## src/hw/rtl/atan2_pkg.sv

```systemverilog
package atan2_pkg;

  localparam int CoordWidthDef = 16;
  localparam int AngleFracDef  = 13;
  localparam int AngleWidth    = 16;
  localparam int NumCoef       = 8;
  localparam int QuoBits       = 17;

  localparam logic [31:0] HalfPiQ30 = 32'd1686629713;
  localparam logic [32:0] PiQ30     = 33'd3373259426;

  // horner coefficients in q1.30, highest power first
  function automatic logic signed [31:0] coef(input int idx);
    logic signed [31:0] c;
    begin
      case (idx)
        0:       c = 32'sh002af67e;
        1:       c = -32'sh00f7ee76;
        2:       c = 32'sh02a1bd96;
        3:       c = -32'sh04b6f60d;
        4:       c = 32'sh06c46edc;
        5:       c = -32'sh09143aee;
        6:       c = 32'sh0ccb3a01;
        default: c = -32'sh155546cf;
      endcase
      return c;
    end
  endfunction

  // per-item context carried beside the datapath
  typedef struct packed {
    logic zero;
    logic swap;
    logic xneg;
    logic yneg;
  } quad_t;

endpackage

```

## src/hw/rtl/atan2_horner_cell.sv

```systemverilog
// one horner step: p <- round(p * a2 / 2^30) + c, two stages
module atan2_horner_cell #(
  parameter int IDX = 1
) (
  input  logic                     clk,
  input  logic                     en,
  input  logic signed [31:0]       p_i,
  input  logic [30:0]              a2_i,
  input  logic [16:0]              a_i,
  input  logic [31:0]              a3_i,
  input  atan2_pkg::quad_t         quad_i,
  output logic signed [31:0]       p_o,
  output logic [30:0]              a2_o,
  output logic [16:0]              a_o,
  output logic [31:0]              a3_o,
  output atan2_pkg::quad_t         quad_o
);
  logic [31:0] mag;
  logic        neg_r;
  logic [62:0] prod_r;
  logic [30:0] a2_r;
  logic [16:0] a_r;
  logic [31:0] a3_r;
  atan2_pkg::quad_t quad_r;
  logic [32:0] rnd;
  logic signed [33:0] sum;

  assign mag = p_i[31] ? 32'(-p_i) : 32'(p_i);

  always_ff @(posedge clk) begin
    if (en) begin
      prod_r <= 63'(mag) * 63'(a2_i);
      neg_r  <= p_i[31];
      a2_r   <= a2_i;
      a_r    <= a_i;
      a3_r   <= a3_i;
      quad_r <= quad_i;
    end
  end

  assign rnd = 33'((prod_r + 63'd536870912) >> 30);
  assign sum = (neg_r ? -$signed({1'b0, rnd}) : $signed({1'b0, rnd}))
             + 34'(atan2_pkg::coef(IDX));

  always_ff @(posedge clk) begin
    if (en) begin
      p_o    <= sum[31:0];
      a2_o   <= a2_r;
      a_o    <= a_r;
      a3_o   <= a3_r;
      quad_o <= quad_r;
    end
  end
endmodule
```

## config.mk

```make
export PLATFORM = sky130hd
export DESIGN_NAME = atan2_horner_cell
export DESIGN_NICKNAME = d
export VERILOG_FILES = /design/src/hw/rtl/atan2_pkg.sv /design/src/hw/rtl/atan2_horner_cell.sv
export SDC_FILE = /design/constraint.sdc
export NUM_CORES = 2
export LEC_CHECK = 0
export ABC_AREA = 1
export BUFFER_PORTS_ARGS = -buffer_cell sky130_fd_sc_hd__buf_4
export CAP_MARGIN = 15
export CORE_ASPECT_RATIO = 2
export CORE_UTILIZATION = 55
export CTS_BUF_LIST = sky130_fd_sc_hd__clkbuf_4 sky130_fd_sc_hd__clkbuf_8
export DETAILED_ROUTE_END_ITERATION = 10
export PLACE_DENSITY = 0.73
export SYNTH_ARGS = -nofsm -noshare
export SYNTH_HDL_FRONTEND = slang
export SYNTH_SLANG_ARGS = --single-unit
```

## constraint.sdc

```tcl
create_clock -name clk -period 8.24 [get_ports clk]
set_input_delay 0.412 -clock clk [delete_from_list [all_inputs] [get_ports clk]]
set_output_delay 0.412 -clock clk [all_outputs]
set_load 0.01 [all_outputs]
```

==> impl_metrics.yaml <==
outcome:
  status: "finished, final reports clean"
timing:
  tightest_slew_ns: 0.911
  slew_violations: 0
  fin_crit_ns: 8.01
  finClkSkew_ns: 0.0485
  max_slew_margin_pct: 39.3
  holdWs_ns: 0.0702
  rsz0062_at_grt: "true"
  hold_viol_final: 0
  fmax_mhz: 125
  setup_violations: 0
  post-route-period-util_pct: 97.2
global_routing:
  grt_antenna_before_repair: 5
  grt_pass1_vias: 39800
  gr-usage-all-layers_pct: 42.3
  grt_max_degree: 159
  grt_overflow_total: 0
  grt_pass1_wl_um: 234000
drt:
  firstDrtPassIters: 6
  via_count: 36500
  drt_wl_total_um: 159000
  drt-wirelength-per-cell_um: 24.2
  vias_per_cell: 5.56
  remaining_drc_errors: 0
  dr.first_iter.drc_count: 2385
  antenna_left: 0
logic_synthesis:
  yosysWarningCount: 0
  synth_cell_type_count: 54
  ys_ff_latch: 234
  avgSynthCellArea_um2: 8.66
  synth_edf_count: 234
  synth.yosys.seq_area_share_pct: 16.6
  syn_nets: 6116
  yosysTopAreaCellShare_pct: 40.9
  syn_inst: 4883
  yosysTopAreaCell: "fa_1"
  netlist_area_um2: 42300
  synth_flop_cell: "edfxtp_1"
  async_flop_share_pct: 0
  synth_area_leaders: "fa_1, edfxtp_1, inv_1"
worst_setup_path:
  arrival_ns: 8.38
  end_kind: "register"
  reg2reg_slack_ns: 4.56
  critPathMaxFanout: 7
  path_class: "input pin to register"
  startpoint_type: "input pin"
  required_ns: 8.61
  max_stage_delay_ns: 0.61
  critPathSlowestCell: "fa_1"
die:
  die-area_um2: 78100
  core_um2: 76000
  die_w_um: 198
  rows: 143
  start_util_pct: 55.6
  io_pins: 234
  die_h_um: 394
hold_path:
  hp-class: "input pin to register"
cts:
  clkTransAtPathRegs_ns: 0.06
  cts_tree: "built"
  clk_latency_ns: 0.68
  cts_buffer_depth: 3
  clock-sinks: 234
  cts_root_buffer: "clkbuf_8"
  h-tree-depth: 2
  cts_buffers: 37
placed_design:
  gp_congestion: 1.09
  place_hpwl_um: 132000
  numPortBuffers: 233
run:
  drv_cap: 0
cells_and_area:
  drive_gt1_share_pct: 18.4
  nets: 6759
  areaGrowthSynthToFinish_pct: 20.1
## metrics by stage
stage / cell area, um2 / cells / util (%) / setup TNS (ns) / worst slack, ns
after floorplan: 42300 / 4883 / - / 0 / 0.140
after global placement: 48800 / 6441 / 64.1 / -13.87 / -0.657
after detailed placement: 48800 / 6441 / 64.1 / -16.02 / -0.733
after CTS: 50100 / 6561 / 65.9 / 0 / 0.0287
after global routing: 50800 / 6570 / 66.8 / -0.824 / -0.0893
final: 50800 / 6572 / 66.8 / 0 / 0.234
## registers in the layout, indices dropped and copies added, names as in the netlist, 17 cells and up
name    flops
a_r        17
p_o        32
a_o        17
a2_r       31
a3_o       32
prod_r     33
a3_r       32
a2_o       31
## final cells by class
class / instances / area [um2]
antenna: 4 / 10.0
clock buffer: 41 / 539
clock inverter: 25 / 273
fill: 6328 / 25200
inverter: 1135 / 4280
multi-input combinational: 3348 / 30900
sequential: 234 / 7030
tap: 1015 / 1270
timing repair buffer: 770 / 6460
## cells in the mapped netlist, drive strengths merged (14+ instances only)
master  number
clkbuf     146
edfxtp     234
nand2     1003
nor3        17
nand3b      14
nand4       19
o21ai       69
nor2       742
xor2        48
clkinv      29
ha         251
nand3      126
fa         864
inv       1106
xnor2       24
a31oi       21
buf         20
a21oi       91
## timing repair
action	in CTS	in global routing
hold buffers	53	0
pin swaps	1	57
buffers inserted	1	7
resized for setup	3	164
hold endpoints to repair	53	0
endpoints found under the setup margin	5	32
## worst paths after layout
check / depth (start not counted) / startpoint / endpoint
worst max-delay path: 41 / p_i[4] / prod_r[47]
worst min-delay path: 1 / a2_i[27] / a2_r[27]
worst max register to register: 20 / prod_r[30] / p_o[27]
worst min register to register: 0 / a3_r[0] / a3_o[0]
## cells by family after synthesis
group                      Yosys count  synth area share [%]
xor gates and xnor gates            72                  1.51
DFF                                234                  16.6
adders and majority gates         1115                  48.3
AOI/OAI and AO/OA                  221                  2.98
and+or+nand+nor                   1940                  19.0
buffers and inverters             1301                  11.6
## metal layers
layer	routed length, um	global-route usage, %
met1	43600	37.4
met2	80000	73.5
met3	12200	8.86
met4	23400	48.8
met5	27	0
## critical path, delay by kind of cell
family / cells / cell delay (ns)
adders and majority gates: 9 / 4.40
buffers and inverters: 10 / 1.00
AOI/OAI and AO/OA: 6 / 0.92
and+or+nand+nor: 16 / 1.65
## placed cells by master (no fill, tap or decap), types with 9 or more instances in the layout
cell type,n
clkinv_1,36
o21ai_0,44
nand4_1,19
nor3_1,13
xor2_1,47
a21oi_1,65
inv_1,1087
nor2_4,22
o21bai_1,9
nand3b_1,14
xnor2_1,24
nor2_1,662
ha_1,236
edfxtp_1,234
buf_4,671
nor2_2,57
dlygate4sd3_1,53
buf_12,42
fa_1,859
clkbuf_8,37
a31oi_1,19
nand2_1,940
inv_2,16
o21ai_1,17
ha_4,14
nand2_2,55
nand3_1,116
a21oi_2,24
Power is left out: the tool's default activity adds up to more than one toggle a clock period on the data nets, which glitch-free logic cannot reach.
