`config.mk`:
```
export PLATFORM = sky130hd
export DESIGN_NAME = atan2_div_cell
export DESIGN_NICKNAME = d
export VERILOG_FILES = /design/src/hw/rtl/atan2_pkg.sv /design/src/hw/rtl/atan2_div_cell.sv
export SDC_FILE = /design/constraint.sdc
export NUM_CORES = 1
export LEC_CHECK = 0
export ABC_AREA = 1
export BUFFER_PORTS_ARGS = -buffer_cell sky130_fd_sc_hd__buf_2
export CORE_MARGIN = 3
export CORE_UTILIZATION = 45
export CTS_BUF_LIST = sky130_fd_sc_hd__clkbuf_16
export DETAILED_ROUTE_END_ITERATION = 16
export PLACE_DENSITY = 0.81
export RECOVER_POWER = 100
export SETUP_SLACK_MARGIN = 0.02
export SYNTH_ARGS = -nofsm -noshare
export SYNTH_HDL_FRONTEND = slang
export SYNTH_SLANG_ARGS = --single-unit
```
`constraint.sdc`:
```
create_clock -name clk -period 2.2 [get_ports clk]
set_input_delay 0.11 -clock clk [delete_from_list [all_inputs] [get_ports clk]]
set_output_delay 0.11 -clock clk [all_outputs]
set_load 0.03 [all_outputs]
```
`src/hw/rtl/atan2_pkg.sv`:
```
package atan2_pkg;

  localparam int CoordWidthDef = 16;
  localparam int AngleFracDef  = 13;
  localparam int AngleWidth    = 16;
  localparam int NumCoef       = 8;
  localparam int QuoBits       = 17;

  localparam logic [31:0] HalfPiQ30 = 32'd1686629713;
  localparam logic [32:0] PiQ30     = 33'd3373259426;

  // horner coefficients in q1.30, highest power first
  function automatic logic signed [31:0] coef(input int idx);
    logic signed [31:0] c;
    begin
      case (idx)
        0:       c = 32'sh002af67e;
        1:       c = -32'sh00f7ee76;
        2:       c = 32'sh02a1bd96;
        3:       c = -32'sh04b6f60d;
        4:       c = 32'sh06c46edc;
        5:       c = -32'sh09143aee;
        6:       c = 32'sh0ccb3a01;
        default: c = -32'sh155546cf;
      endcase
      return c;
    end
  endfunction

  // per-item context carried beside the datapath
  typedef struct packed {
    logic zero;
    logic swap;
    logic xneg;
    logic yneg;
  } quad_t;

endpackage

```
`src/hw/rtl/atan2_div_cell.sv`:
```
// one restoring-division step per cell, one quotient bit per cycle while en is high
module atan2_div_cell #(
  parameter int W = 17
) (
  input  logic                        clk,
  input  logic                        en,
  input  logic [W:0]                  rem_i,
  input  logic [W-1:0]                den_i,
  input  logic [atan2_pkg::QuoBits-1:0] quo_i,
  input  logic [atan2_pkg::QuoBits-1:0] nl_i,
  input  atan2_pkg::quad_t            quad_i,
  output logic [W:0]                  rem_o,
  output logic [W-1:0]                den_o,
  output logic [atan2_pkg::QuoBits-1:0] quo_o,
  output logic [atan2_pkg::QuoBits-1:0] nl_o,
  output atan2_pkg::quad_t            quad_o
);
  logic [W+1:0] sh;
  logic [W+1:0] diff;
  logic         ge;

  // next numerator bit shifts in below the partial remainder
  assign sh   = {rem_i, nl_i[atan2_pkg::QuoBits-1]};
  assign diff = sh - {2'b00, den_i};
  assign ge   = (sh >= {2'b00, den_i});

  always_ff @(posedge clk) begin
    if (en) begin
      rem_o  <= ge ? diff[W:0] : sh[W:0];
      den_o  <= den_i;
      quo_o  <= {quo_i[atan2_pkg::QuoBits-2:0], ge};
      nl_o   <= {nl_i[atan2_pkg::QuoBits-2:0], 1'b0};
      quad_o <= quad_i;
    end
  end
endmodule

```
==> flow_summary.json <==
{
  "htreeDepth": 3,
  "finalHoldViolations": 0,
  "cts.root.buffer_cell": "sky130_fd_sc_hd__clkbuf_16",
  "failed_checks": "capacitance limit, slew limit",
  "critPathSlowestCell": "sky130_fd_sc_hd__dlygate4sd3_1",
  "dp_hpwl_um": 6990,
  "crit_path_cell_trace": "dlygate4sd3_1 -> clkbuf_1 -> inv_1 -> ha_1 -> nand2_1 -> inv_2 -> nand2_1 -> nand2_1 -> a21oi_4 -> nand4_4 -> buf_4 -> nand2_1 -> nand2_1",
  "detailedRoute.firstPassIterationCount": 5,
  "antenna_found_initial": 1,
  "grt.total_usage_pct": 22.5,
  "cellLeakagePower_nw": 2.53,
  "clock_sink_count": 72,
  "yosys_register_bits": 72,
  "instances_no_fill": 706,
  "cp_common_cell": "sky130_fd_sc_hd__nand2_1",
  "tritoncts.num_buffers": 9,
  "setup-violations-final": 0,
  "highest_layer": "met4",
  "final_antenna_net_count": 0,
  "m1WireLength_um": 4150,
  "fraction_of_synthesis_flops_using_an_asynchronous_set_or_reset_pin_pct": 0,
  "startpoint_type_of_the_worst_setup_path": "input pin",
  "maximum_number_of_pins_on_one_net_before_global_route_repair": 73,
  "cp-end-kind": "register",
  "critical-path-max-stage-delay_ns": 0.54,
  "detail_route.wl_per_cell_um": 15.6,
  "dominantRegCellSynth": "sky130_fd_sc_hd__edfxtp_1",
  "final.setup.worst_slack_ns": 0.102,
  "power_density_mw_per_mm2": 790,
  "seq_area_frac_synth_pct": 58.7,
  "ys_types": 29,
  "synth.cell_area_mm2": 0.00369,
  "area_growth_pct": 46.6,
  "final_layout_size_suffix_gt1_share_pct": 18.1,
  "cts-root-to-sink-buffers": 2,
  "power.ir.vdd_worst_v": 0.000450,
  "netlist_instances": 387,
  "yosysWarningCount": 0,
  "critPathBufInv": 5,
  "fmaxAchievable_mhz": 477,
  "final.period_utilization_pct": 95.4,
  "final.setup.tns_ns": 0,
  "global_route_wire_length_before_repair_um": 15600,
  "die-height_um": 96.5,
  "syn-mean-instance-area_um2": 9.52,
  "slew_viol_final": 73,
  "critPathTopFamily": "buffers and inverters",
  "synth.net_count": 480,
  "routed_via_density": 4.75,
  "ios": 148,
  "initial_utilization_pct": 47.0,
  "gp_congestion": 0.867,
  "min_path_type": "in2reg",
  "max_cap_viol_count": 1,
  "nNetsFinal": 691,
  "yosysTopAreaCellShare_pct": 58.7,
  "clkTransAtPathRegs_ns": 0.06,
  "io_buffers": 145,
  "dr_wl_met2_um": 5820,
  "postLayoutCoreUtil_pct": 68.9,
  "critical_path_class": "in2reg",
  "synthTopCellsByArea": "sky130_fd_sc_hd__edfxtp_1, sky130_fd_sc_hd__nand2_1, sky130_fd_sc_hd__inv_1",
  "die_area_mm2": 0.00931,
  "grt-ovfl-total": 0,
  "area_of_the_placeable_core_mm2": 0.00785,
  "synth.largest_area_cell": "sky130_fd_sc_hd__edfxtp_1",
  "worst_ep_required_time_ns": 2.29,
  "cts_tree": "done",
  "timing.slew.headroom_pct": -15.5,
  "place.detailed.instances": 632,
  "final_routed_wirelength_across_all_metal_layers_um": 11000,
  "rows": 32,
  "drc": 0,
  "run_status": "finished with violations",
  "met3WireLength_um": 836,
  "die_w_um": 96.5,
  "synth_enable_flop_cells": 72,
  "final.min_clock_period_ns": 2.10,
  "cp_data_arrival_time_ns": 2.18,
  "dpl_worst_slack_ns": 0.222,
  "total_via_count_in_the_routed_design": 3354,
  "first_global_vias": 3291,
  "post-layout-total-power_mw": 4.27,
  "drt_iter0_drc": 155,
  "tightestPinTransition_ns": 1.73,
  "critical_path_peak_fanout": 7
}
==> state kept, by name, indices dropped and copies added, names as in the netlist <==
| signal | cells |
|---|---|
| rem_o | 18 |
| den_o | 17 |
| nl_o | 16 |
| quad_o | 4 |
| quo_o | 17 |
==> stage by stage <==
stage                     instance area [um^2]  hold slack (ns)
final                                     5400           0.0655
after global routing                      5400           0.0704
after CTS                                 5380           0.0602
after detailed placement                  4530            0.289
after global placement                    4530            0.286
after floorplan                           3690            0.209
==> area by class of cell <==
class | instances | area (um^2)
clock buffer | 9 | 225
multi-input combinational | 241 | 1310
inverter | 71 | 267
sequential | 72 | 2160
fill | 625 | 2440
clock inverter | 7 | 95.1
timing repair buffer | 203 | 1210
antenna | 1 | 2.50
tap | 102 | 128
==> synth_stat cells (2+ instances only) <==
master	count
sky130_fd_sc_hd__a21oi_1	8
sky130_fd_sc_hd__buf_6	2
sky130_fd_sc_hd__clkinv_1	2
sky130_fd_sc_hd__edfxtp_1	72
sky130_fd_sc_hd__ha_1	17
sky130_fd_sc_hd__inv_1	64
sky130_fd_sc_hd__inv_2	5
sky130_fd_sc_hd__nand2_1	158
sky130_fd_sc_hd__nand2_2	3
sky130_fd_sc_hd__nand3_1	11
sky130_fd_sc_hd__nand3b_1	3
sky130_fd_sc_hd__nor2_1	19
sky130_fd_sc_hd__o21ai_0	2
sky130_fd_sc_hd__xor2_1	6
==> power by group <==
part | total [mW] | switching, mW | leakage, nW | internal, mW
Clock | 1.57 | 0.575 | 0.161 | 0.994
Sequential | 1.71 | 0.0407 | 0.704 | 1.67
Combinational | 0.987 | 0.666 | 1.66 | 0.321
==> per-layer routing <==
layer | up-vias | track usage, %
met4 | 0 | 6.89
met2 | 145 | 43.0
li1 | 1642 | -
met5 | - | 0
met1 | 1546 | 23.9
met3 | 21 | 5.96
==> worst min-delay path, delay by kind of cell <==
| family | cells | cell delay, ns |
|---|---|---|
| and+or+nand+nor | 2 | 0.10 |
| buffers and inverters | 1 | 0.09 |
==> logic make-up after synthesis <==
| kind of cell | count (synthesis) | synth area share, % |
|---|---|---|
| simple gates | 202 | 23.0 |
| buf+inv | 74 | 8.04 |
| flops | 72 | 58.7 |
| fa+ha+maj | 18 | 6.31 |
| compound gates | 13 | 2.24 |
| xor+xnor | 7 | 1.66 |
| other cells | 1 | 0.102 |
==> placed cells by master (no fill, tap or decap), types with 3 or more instances in the layout <==
| master | instances |
|---|---|
| sky130_fd_sc_hd__nand2_1 | 157 |
| sky130_fd_sc_hd__clkbuf_1 | 84 |
| sky130_fd_sc_hd__edfxtp_1 | 72 |
| sky130_fd_sc_hd__inv_1 | 65 |
| sky130_fd_sc_hd__buf_2 | 61 |
| sky130_fd_sc_hd__dlygate4sd3_1 | 53 |
| sky130_fd_sc_hd__nor2_1 | 15 |
| sky130_fd_sc_hd__nand3_1 | 11 |
| sky130_fd_sc_hd__ha_1 | 11 |
| sky130_fd_sc_hd__clkbuf_16 | 9 |
| sky130_fd_sc_hd__a21oi_1 | 8 |
| sky130_fd_sc_hd__xor2_1 | 6 |
| sky130_fd_sc_hd__inv_2 | 5 |
| sky130_fd_sc_hd__ha_4 | 5 |
| sky130_fd_sc_hd__nand2_2 | 4 |
| sky130_fd_sc_hd__nor2_2 | 4 |
| sky130_fd_sc_hd__nand3b_1 | 3 |
==> worst paths after layout <==
path	endpoint	start	depth (start not counted)	slack (ns)
setup / recovery	rem_o[11]	den_i[14]	13	0.10
hold / removal	rem_o[3]	rem_i[2]	3	0.07
==> repair_timing <==
item                                    4_1_cts  5_1_grt
hold buffers                                 53        0
gates resized for setup                       0       14
setup buffers                                 0        4
endpoints found under the hold margin        53        0
endpoints found under the setup margin        0       18
No activity file was read; power rests on OpenSTA's default activity.
